==> src/hw/rtl/svp_pkg.sv <==
// ----------------------------------------------------------------------------
// svp_pkg
// Shared types and constants for the serial angle command to servo pulse
// block: byte codes, status codes, result beat layout and the pulse table.
// ----------------------------------------------------------------------------
package svp_pkg;

   // field widths
   localparam int ByteWidth  = 8;
   localparam int AngleWidth = 10;
   localparam int PulseWidth = 13;
   localparam int WideWidth  = 14;

   // byte codes
   localparam logic [ByteWidth-1:0] BYTE_CR  = 8'd13;
   localparam logic [ByteWidth-1:0] BYTE_LF  = 8'd10;
   localparam logic [ByteWidth-1:0] DIGIT_LO = 8'd48;
   localparam logic [ByteWidth-1:0] DIGIT_HI = 8'd57;

   // value limits
   localparam logic [WideWidth-1:0]  VALUE_MAX = 14'd999;
   localparam logic [AngleWidth-1:0] ANGLE_MAX = 10'd180;
   localparam logic [PulseWidth-1:0] PULSE_RESET = 13'd2900;

   // integer forms used to build the pulse table
   localparam int AngleLimit = 180;
   localparam int PulseBase  = 1000;
   localparam int PulseSpan  = 3800;
   localparam int TableDepth = 256;

   typedef enum logic [1:0] {
      STATUS_OK    = 2'd0,
      STATUS_BAD   = 2'd1,
      STATUS_RANGE = 2'd2
   } status_type;

   typedef struct packed {
      status_type            status;
      logic [AngleWidth-1:0] angle;
      logic [PulseWidth-1:0] pulse;
   } result_type;

   typedef logic [0:TableDepth-1][PulseWidth-1:0] pulse_table_type;

   // compare value for each angle, unused entries read as zero
   function automatic pulse_table_type build_pulse_table();
      pulse_table_type t;
      for (int i = 0; i < TableDepth; i++) begin
         if (i <= AngleLimit) begin
            t[i] = PulseWidth'(PulseBase + (i * PulseSpan) / AngleLimit);
         end else begin
            t[i] = '0;
         end
      end
      return t;
   endfunction

   localparam pulse_table_type PULSE_TABLE = build_pulse_table();

endpackage

==> src/hw/rtl/svp_in_stage.sv <==
// ----------------------------------------------------------------------------
// svp_in_stage
// Input register for received bytes; holds a beat until the parser takes it.
// ----------------------------------------------------------------------------
module svp_in_stage (
   input  logic                          clock,
   input  logic                          reset,
   input  logic                          req_valid,
   output logic                          req_stall,
   input  logic [svp_pkg::ByteWidth-1:0] req_rx_byte,
   input  logic                          take,
   output logic                          byte_valid,
   output logic [svp_pkg::ByteWidth-1:0] byte_data
);
   import svp_pkg::*;

   logic                 valid_ff;
   logic                 valid_in;
   logic [ByteWidth-1:0] byte_ff;
   logic                 load;

   // stall only while a held beat cannot move on
   assign req_stall = valid_ff && !take;
   assign load      = req_valid && !req_stall;

   // valid tracking
   always_comb begin
      if (load) begin
         valid_in = 1'b1;
      end else if (take) begin
         valid_in = 1'b0;
      end else begin
         valid_in = valid_ff;
      end
   end

   always_ff @(posedge clock) begin
      if (reset) begin
         valid_ff <= 1'b0;
      end else begin
         valid_ff <= valid_in;
      end
   end

   // byte payload
   always_ff @(posedge clock) begin
      if (load) begin
         byte_ff <= req_rx_byte;
      end
   end

   assign byte_valid = valid_ff;
   assign byte_data  = byte_ff;

endmodule

==> src/hw/rtl/svp_line_parser.sv <==
// ----------------------------------------------------------------------------
// svp_line_parser
// Line state (count, running value, bad flag) and the servo compare value;
// builds the result beat at the end of a non-empty line.
// ----------------------------------------------------------------------------
module svp_line_parser #(
   parameter int LINE_LIMIT = 7
) (
   input  logic                          clock,
   input  logic                          reset,
   input  logic [svp_pkg::ByteWidth-1:0] byte_data,
   input  logic                          go,
   output logic                          has_result,
   output svp_pkg::result_type           result
);
   import svp_pkg::*;

   localparam int CountWidth = $clog2(LINE_LIMIT + 1);
   localparam logic [CountWidth-1:0] CountLimit = CountWidth'(LINE_LIMIT);

   logic [CountWidth-1:0] count_ff, count_in;
   logic [AngleWidth-1:0] value_ff, value_in;
   logic                  bad_ff, bad_in;
   logic [PulseWidth-1:0] pulse_ff, pulse_in;

   logic                  is_eol;
   logic                  is_digit;
   logic [3:0]            digit;
   logic [WideWidth-1:0]  value_wide;
   logic [WideWidth-1:0]  next_value;
   logic                  in_range;

   // byte decode
   assign is_eol   = (byte_data == BYTE_CR) || (byte_data == BYTE_LF);
   assign is_digit = (byte_data >= DIGIT_LO) && (byte_data <= DIGIT_HI);
   assign digit    = 4'(byte_data - DIGIT_LO);

   // value times ten plus digit
   assign value_wide = {{(WideWidth-AngleWidth){1'b0}}, value_ff};
   assign next_value = (value_wide << 3) + (value_wide << 1)
                       + {{(WideWidth-4){1'b0}}, digit};

   assign has_result = is_eol && (count_ff != '0);
   assign in_range   = value_ff <= ANGLE_MAX;

   // result beat and next line state
   always_comb begin
      count_in      = count_ff;
      value_in      = value_ff;
      bad_in        = bad_ff;
      pulse_in      = pulse_ff;
      result.status = STATUS_OK;
      result.angle  = value_ff;
      if (is_eol) begin
         if (count_ff != '0) begin
            if (bad_ff) begin
               result.status = STATUS_BAD;
               result.angle  = '0;
            end else if (!in_range) begin
               result.status = STATUS_RANGE;
            end else begin
               pulse_in = PULSE_TABLE[value_ff[7:0]];
            end
            count_in = '0;
            value_in = '0;
            bad_in   = 1'b0;
         end
      end else if (count_ff < CountLimit) begin
         count_in = count_ff + 1'b1;
         if (!bad_ff) begin
            if (!is_digit || (next_value > VALUE_MAX)) begin
               bad_in = 1'b1;
            end else begin
               value_in = AngleWidth'(next_value);
            end
         end
      end
      result.pulse = pulse_in;
   end

   always_ff @(posedge clock) begin
      if (reset) begin
         count_ff <= '0;
         value_ff <= '0;
         bad_ff   <= 1'b0;
         pulse_ff <= PULSE_RESET;
      end else if (go) begin
         count_ff <= count_in;
         value_ff <= value_in;
         bad_ff   <= bad_in;
         pulse_ff <= pulse_in;
      end
   end

endmodule

==> src/hw/rtl/svp_out_stage.sv <==
// ----------------------------------------------------------------------------
// svp_out_stage
// Result register; holds a beat while the receiver stalls.
// ----------------------------------------------------------------------------
module svp_out_stage (
   input  logic                clock,
   input  logic                reset,
   input  logic                load,
   input  svp_pkg::result_type result,
   output logic                free,
   output logic                rsp_valid,
   input  logic                rsp_stall,
   output svp_pkg::result_type held
);
   import svp_pkg::*;

   logic       valid_ff;
   logic       valid_in;
   result_type data_ff;

   // room for a new beat when empty or being taken
   assign free = !valid_ff || !rsp_stall;

   always_comb begin
      if (load) begin
         valid_in = 1'b1;
      end else if (!rsp_stall) begin
         valid_in = 1'b0;
      end else begin
         valid_in = valid_ff;
      end
   end

   always_ff @(posedge clock) begin
      if (reset) begin
         valid_ff <= 1'b0;
      end else begin
         valid_ff <= valid_in;
      end
   end

   // payload
   always_ff @(posedge clock) begin
      if (load) begin
         data_ff <= result;
      end
   end

   assign rsp_valid = valid_ff;
   assign held      = data_ff;

endmodule

==> src/hw/rtl/serial_angle_command_to_servo_pulse.sv <==
// ----------------------------------------------------------------------------
// serial_angle_command_to_servo_pulse
// Parses decimal angle commands from received bytes and keeps the servo
// compare value.
// ----------------------------------------------------------------------------
// Usage:
//   req_ channel: one received byte per beat. Digits build the angle, CR or
//   LF ends the line; bytes past LINE_LIMIT on a line are ignored.
//   rsp_ channel: one beat per non-empty line with status (accepted,
//   malformed, out of range), parsed angle and the compare value in
//   half-microsecond ticks after the line. Other bytes give no beat.
//   Path: an end-of-line byte is taken into the input register, then parse
//   and pulse table lookup load the result register. Throughput: one byte
//   per cycle while no result waits for room in the result register, set by the
//   single multiply-by-ten-and-add of the line state.
//   Reset: line state cleared, compare value set to 2900 (ninety degrees),
//   no result pending.
//   Stall: a stalled result holds in its register; bytes that give no
//   result keep flowing, and only an end-of-line byte that closes a
//   non-empty line waits for room.
// ----------------------------------------------------------------------------
module serial_angle_command_to_servo_pulse #(
   parameter int LINE_LIMIT = 7
) (
   input  logic                           clock,
   input  logic                           reset,
   input  logic                           req_valid,
   output logic                           req_stall,
   input  logic [svp_pkg::ByteWidth-1:0]  req_rx_byte,
   output logic                           rsp_valid,
   input  logic                           rsp_stall,
   output logic [1:0]                     rsp_status,
   output logic [svp_pkg::AngleWidth-1:0] rsp_angle_value,
   output logic [svp_pkg::PulseWidth-1:0] rsp_pulse_ticks
);
   import svp_pkg::*;

   logic                 byte_valid;
   logic [ByteWidth-1:0] byte_data;
   logic                 has_result;
   logic                 out_free;
   logic                 go;
   result_type           result;
   result_type           held;

   // a byte moves on unless it needs a full result register
   assign go = byte_valid && (!has_result || out_free);

   svp_in_stage u_in_stage (
      .clock       (clock),
      .reset       (reset),
      .req_valid   (req_valid),
      .req_stall   (req_stall),
      .req_rx_byte (req_rx_byte),
      .take        (go),
      .byte_valid  (byte_valid),
      .byte_data   (byte_data)
   );

   svp_line_parser #(
      .LINE_LIMIT (LINE_LIMIT)
   ) u_line_parser (
      .clock      (clock),
      .reset      (reset),
      .byte_data  (byte_data),
      .go         (go),
      .has_result (has_result),
      .result     (result)
   );

   svp_out_stage u_out_stage (
      .clock     (clock),
      .reset     (reset),
      .load      (go && has_result),
      .result    (result),
      .free      (out_free),
      .rsp_valid (rsp_valid),
      .rsp_stall (rsp_stall),
      .held      (held)
   );

   assign rsp_status      = held.status;
   assign rsp_angle_value = held.angle;
   assign rsp_pulse_ticks = held.pulse;

endmodule

==> config.mk <==
export PLATFORM = sky130hd
export DESIGN_NAME = serial_angle_command_to_servo_pulse
export DESIGN_NICKNAME = d
export VERILOG_FILES = /design/src/hw/rtl/svp_pkg.sv /design/src/hw/rtl/svp_in_stage.sv /design/src/hw/rtl/svp_line_parser.sv /design/src/hw/rtl/svp_out_stage.sv /design/src/hw/rtl/serial_angle_command_to_servo_pulse.sv
export SDC_FILE = /design/constraint.sdc
export NUM_CORES = 1
export LEC_CHECK = 0
export BUFFER_PORTS_ARGS = -buffer_cell sky130_fd_sc_hd__buf_2
export CORE_UTILIZATION = 35
export CTS_BUF_LIST = sky130_fd_sc_hd__clkbuf_8 sky130_fd_sc_hd__clkbuf_16
export DETAILED_ROUTE_END_ITERATION = 10
export HOLD_SLACK_MARGIN = 0.12
export PLACE_DENSITY = 0.5
export SETUP_SLACK_MARGIN = 0.15
export SYNTH_ARGS = -nofsm -noshare
export SYNTH_HDL_FRONTEND = slang
export SYNTH_SLANG_ARGS = --single-unit
==> constraint.sdc <==
create_clock -name clock -period 11.15 [get_ports clock]
set_clock_uncertainty 0.15 [all_clocks]
set_input_delay 2.23 -clock clock [delete_from_list [all_inputs] [get_ports clock]]
set_output_delay 2.23 -clock clock [all_outputs]
set_load 0.02 [all_outputs]
Word-level counts from Yosys, hierarchy flattened
Memory sizes are Yosys's and may differ from the RTL's.
Index checks and enable logic that the tools add are counted.
{"block": "word_totals", "ff_bits": 62, "mem_bits_ro": 3328, "in_bits": 12, "mem_count": 1}
{"block": "classes", "n_addsub": 4, "n_lt_le_gt_ge": 6, "n_eq_ne": 6, "n_mux": 28, "n_bitwise": 3, "reduce_logical": 23}
{"memory": "(name not given)", "depth": 256, "word_bits": 13, "read_ports": 1, "rd_clocked_by_memory_dff": 0, "wr": 0, "line": "svp_line_parser.sv:62", "rtl": "pulse_in = PULSE_TABLE[value_ff[7:0]];"}
{"operator": "two-way mux 10 bit", "count": 8}
{"operator": "two-way mux 13 bit", "count": 6}
{"operator": "== test 8 x 4 -> 1 bit, second input constant", "count": 2}
{"operator": "adder 13 x 11 -> 14 bit", "count": 1}
{"operator": "adder 14 x 4 -> 14 bit", "count": 1}
{"operator": "greater-than comparator 14 x 10 -> 1 bit, second input constant", "count": 1}
{"operator": "<= comparator 10 x 8 -> 1 bit, second input constant", "count": 1}
{"operator": "two-way mux 1 bit", "count": 10}
{"operator": ">= comparator 9 bit, second input constant", "count": 1}
{"operator": "two-way mux 3 bit", "count": 3}
{"operator": "inverter 8 -> 9 bit", "count": 1}
{"operator": ">= comparator 8 x 6 -> 1 bit, second input constant", "count": 1}
{"operator": "<= comparator 8 x 6 -> 1 bit, second input constant", "count": 1}
{"operator": "logical AND 1 bit", "count": 6}
{"operator": "zero test 1 bit", "count": 6}
{"operator": "AND reduction 5 bit", "count": 1}
{"operator": "logical OR 1 bit", "count": 4}
{"operator": "!= test 2 x 1 -> 1 bit, second input constant", "count": 2}
{"operator": "!= test 2 bit, second input constant", "count": 2}
{"operator": "nonzero test 2 bit", "count": 2}
{"operator": "subtractor 4 x 1 -> 4 bit, second input constant", "count": 1}
{"operator": "adder 3 x 1 -> 3 bit, second input constant", "count": 1}
{"operator": "< comparator 3 bit, second input constant", "count": 1}
{"operator": "AND reduction 3 bit", "count": 1}
{"operator": "5 further kinds", "count": 6}

Longest topological paths before layout
{"block": "logic_depth", "depth_word": 11, "depth_mapped": 15}

Modules after synthesis
From an unflattened synthesis, not the netlist that was laid out.
{"block": "hier_totals", "cells_unflattened": 712, "area_unflattened_um2": 5788.1}
{"module": "svp_line_parser", "instances": 1, "cells_per_inst": 668, "area_per_inst_um2": 4695.8, "seq_area_each_um2": 540.5}
{"module": "svp_out_stage", "instances": 1, "cells_per_inst": 29, "area_per_inst_um2": 783.3, "seq_area_each_um2": 770.7}
{"module": "svp_in_stage", "instances": 1, "cells_per_inst": 12, "area_per_inst_um2": 290.3, "seq_area_each_um2": 260.2}
{"module": "serial_angle_command_to_servo_pulse", "instances": 1, "cells_per_inst": 3, "area_per_inst_um2": 18.8, "seq_area_each_um2": 0.0}

Worst setup path before layout
Ideal clock, no wire load.
{"block": "synth_path", "kind": "input to output", "start": "in rsp_stall", "end": "out req_stall", "arrival_time_ns": 2.670, "t_required_ns": 8.770, "path_slack_ns": 6.100, "stages": 2, "n_path_buf": 0, "path_cell_list": "nand2_1 -> nor2_1"}
{"block": "synth_between", "elab_chain_cells": 6}
{"item": "start: declaration", "line": "serial_angle_command_to_servo_pulse.sv:31", "rtl": "input logic rsp_stall,"}
{"item": "zero test 1 bit", "line": "svp_out_stage.sv:22", "rtl": "assign free = !valid_ff || !rsp_stall;"}
{"item": "logical OR 1 bit", "line": "svp_out_stage.sv:22"}
{"item": "logical OR 1 bit", "line": "serial_angle_command_to_servo_pulse.sv:47", "rtl": "assign go = byte_valid && (!has_result || out_free);"}
{"item": "logical AND 1 bit", "line": "serial_angle_command_to_servo_pulse.sv:47"}
{"item": "zero test 1 bit", "line": "svp_in_stage.sv:23", "rtl": "assign req_stall = valid_ff && !take;"}
{"item": "logical AND 1 bit", "line": "svp_in_stage.sv:23"}
{"item": "end: declaration", "line": "serial_angle_command_to_servo_pulse.sv:28", "rtl": "output logic req_stall,"}
No other way between the ends.

Worst setup path in the final report
{"block": "layout_path", "start": "reg u_line_parser.value_ff[2]", "end": "reg u_line_parser.value_ff[1]"}
{"block": "layout_between", "elab_chain_cells": 6}
{"item": "start: declaration", "line": "svp_line_parser.sv:22", "rtl": "logic [AngleWidth-1:0] value_ff, value_in;"}
{"item": "start signal: assignment", "line": "svp_line_parser.sv:89", "rtl": "value_ff <= value_in;"}
{"item": "adder 13 x 11 -> 14 bit", "line": "svp_line_parser.sv:40", "rtl": "assign next_value = (value_wide << 3) + (value_wide << 1)"}
{"item": "adder 14 x 4 -> 14 bit", "line": "svp_line_parser.sv:41", "rtl": "+ {{(WideWidth-4){1'b0}}, digit};"}
{"item": "greater-than comparator 14 x 10 -> 1 bit", "line": "svp_line_parser.sv:71", "rtl": "if (!is_digit || (next_value > VALUE_MAX)) begin"}
{"item": "logical OR 1 bit", "line": "svp_line_parser.sv:71"}
{"item": "!= test 2 x 1 -> 1 bit (no line)"}
{"item": "AND reduction 5 bit (no line)"}
No other way between the ends.
A chain may end at the register's enable or synchronous reset.

==> impl_metrics.tcl <==
set metrics [dict create \
    synth_area_leader_cell "edfxtp_1" \
    drv_cap 0 \
    layout_common_cells "nor2_1, nand2_1, a21oi_1" \
    ctsHoldBuffers 0 \
    drive_above_1_share_pct 13.5 \
    setup_viol 0 \
    cts_root_buf "clkbuf_16" \
    grt_pass1_wl_um 26100 \
    fp.dieH_um 127 \
    p_int_mw 0.428 \
    yosys_warnings 0 \
    hold_viol_final 0 \
    hp-start "u_line_parser.pulse_ff[10]" \
    rows 45 \
    worstSetupStartpoint "u_line_parser.value_ff[2]" \
    die_w_um 127 \
    p_sw_mw 0.130 \
    syn_nets 720 \
    core_area_um2 15200 \
    crit_type "reg2reg" \
    numCtsBuffers 9 \
    tns_ns 0 \
    worstMarginPinSlew_ns 0.951 \
    path_max_fanout 83 \
    power.leakage_nw 2.36 \
    detail-route-antenna-nets 0 \
    initial_core_util_pct 35.7 \
    synth_seq_cells 62 \
    cts_tree "yes" \
    clk_pin_slew_ns 0.06 \
    relSlewSlack_pct 36.5 \
    critical_path.startpoint_type "flop" \
    slowest_delay_ns 0.73 \
    yosys.cell_types.count 73 \
    combPwrFrac_pct 6.1 \
    worst_slack_ns 6.00 \
    fmax_mhz 194 \
    synth.cell_area_um2 5430 \
    dp_hpwl_um 11200 \
    io_pins 39 \
    synth-edff-count 33 \
    grt_setup_unrepaired "no" \
    nNetsFinal 719 \
    routed_via_density 6.08 \
    io_buffers 38 \
    routedWlPerCell_um 18.8 \
    switching_share_pct 23.3 \
    cp-end-kind "flop" \
    dieArea_um2 16000 \
    status "complete, no violations" \
    clock_latency_ns 0.33 \
    layout_commonest_cell "nor2_1" \
    fin_crit_sh_pct 46.2 \
    period_needed_ns 5.15 \
    maxSlewViolCount 0 \
    slowest_stage "fa_1" \
    h-tree-depth 3 \
    grt.overflow.total 0 \
    synth_top_area_share_pct 18.2 \
    grt_max_degree 84 \
    hold_ws_ns 0.313 \
    clockPowerShare_pct 49.7 \
    async_reset_ff_share_pct 0 \
    dp_cells 856 \
    grt_pass1_vias 4902 \
    syn_inst 680 \
    cts_setup_buffers 0 \
    cts_sinks 62 \
    gp_congestion 0.882 \
    area_delta_synth_final_pct 10.5 \
    crit_required_ns 11.21 \
    place_ws_ns 6.01 \
    crit_top_cell "inv_1" \
    cts_resized 0 \
    reg2reg_from "u_line_parser.value_ff[2]" \
    wirelength_um 16400 \
    powerDensity_nw_per_um2 92.9 \
    first_iter_violations 544 \
    ys.flop_type "edfxtp_1" \
    arrival_ns 5.21 \
    pwr-share-seq_pct 44.2 \
    yosysSeqAreaShare_pct 28.9 \
    vdd.ir_drop.worst_uv 75.4 \
    antenna_cells 0 \
    holdCritPathClass "reg2reg" \
    vias 5301 \
    drc 0 \
    fin_cells 872 \
    syn_avg_cell_area_um2 7.99 \
    synth_area_leaders "edfxtp_1, dfxtp_1, ha_1" \
    drt-pass1-iter-count 5 \
    grt_use_total_pct 20.7 \
    cts_buffer_depth 2 \
    antenna_found_initial 0 \
    crit_path_cell_trace "buf_4 > inv_1 > fa_1 > inv_1 > ha_1 > a211oi_1 > o211ai_1 > a211o_1 > a21o_2 > a222oi_1 > o22ai_2 > a22o_1" \
]
-- sequential cells by signal, summed over array words and instances (netlist names) --
name,cells
u_in_stage.byte_data,8
u_out_stage.rsp_valid,1
u_line_parser.count_ff,3
u_line_parser.pulse_ff,13
u_line_parser.bad_ff,1
u_in_stage.byte_valid,1
u_line_parser.value_ff,10
u_out_stage.held,25
-- logic make-up after synthesis --
logic type	after synthesis	share of synthesized area [%]
fa+ha+maj	28	6.72
flops	62	28.9
xor+xnor	17	2.74
buf+inv	81	5.83
mux	22	5.57
simple gates	234	20.5
compound gates	236	29.7
-- cells in the mapped netlist, types with 5 or more instances --
cell type  count
nand3_1       11
mux2i_1       10
xnor2_1        8
a22o_1        10
nor2_1        71
and3_1         6
xor2_1         9
nor3_1        18
a21oi_1       57
ha_1          26
buf_1          6
inv_1         18
o22ai_1        5
or2_2          6
dfxtp_1       29
clkbuf_1      44
nand2_1       64
o221ai_1      10
and2_1         6
nand2b_1      14
or3_1          6
mux2_2         6
edfxtp_1      33
o211ai_1       9
nor2b_1       20
buf_2          7
mux4_2         6
a211oi_1      12
clkinv_1       5
o21a_1         6
o2111ai_1      6
o21ai_0       48
a31oi_1        6
a21o_1         5
a221oi_1       6
a22oi_1        5
-- final timing paths --
path / endpoint / slack, ns / cells past startpoint
hold / removal: u_line_parser.pulse_ff[10] / 0.31 / 2
setup / recovery: u_line_parser.value_ff[1] / 6.00 / 12
setup reg to reg: u_line_parser.value_ff[1] / 6.00 / 12
hold reg to reg: u_line_parser.pulse_ff[10] / 0.31 / 2
-- per-stage QoR --
step / total power, mW / util [%] / cell area, um2
floorplan: 0.275 / - / 5430
global placement: 0.285 / 37.5 / 5700
detailed placement: 0.285 / 37.5 / 5700
CTS: 0.562 / 39.5 / 6000
global route: 0.577 / 39.5 / 6000
finish: 0.558 / 39.5 / 6000
-- worst max-delay path, delay by kind of cell (launching register included) --
family / cells / cell delay [ns]
compound gates: 7 / 2.23
fa+ha+maj: 2 / 1.01
buf+inv: 3 / 1.31
flops: 1 / 0.31
-- metal layers --
metal	part of all wire (%)	global-route usage [%]
met1	46	27.2
met2	46	33.2
met3	4.9	3.46
met4	4.0	9.64
met5	0	0
-- cell type report --
class,count,area (um2)
clock inverters,5,38.8
repair buffers,46,250
flip-flops and latches,62,1580
multi-input cells,537,3550
clock buffers,11,264
fillers,1550,9200
well taps,188,235
inverters,23,86.3
-- power by group through the flow --
stage	Clock (mW)	Combinational, mW	Sequential [mW]
after CTS	0.282	0.0339	0.246
after floorplan	0	0.0248	0.250
after global routing	0.292	0.0378	0.247
final	0.277	0.0342	0.246
after global placement	0	0.0334	0.251
after detailed placement	0	0.0337	0.251
Note: power is estimated with default switching activity, not from simulation.
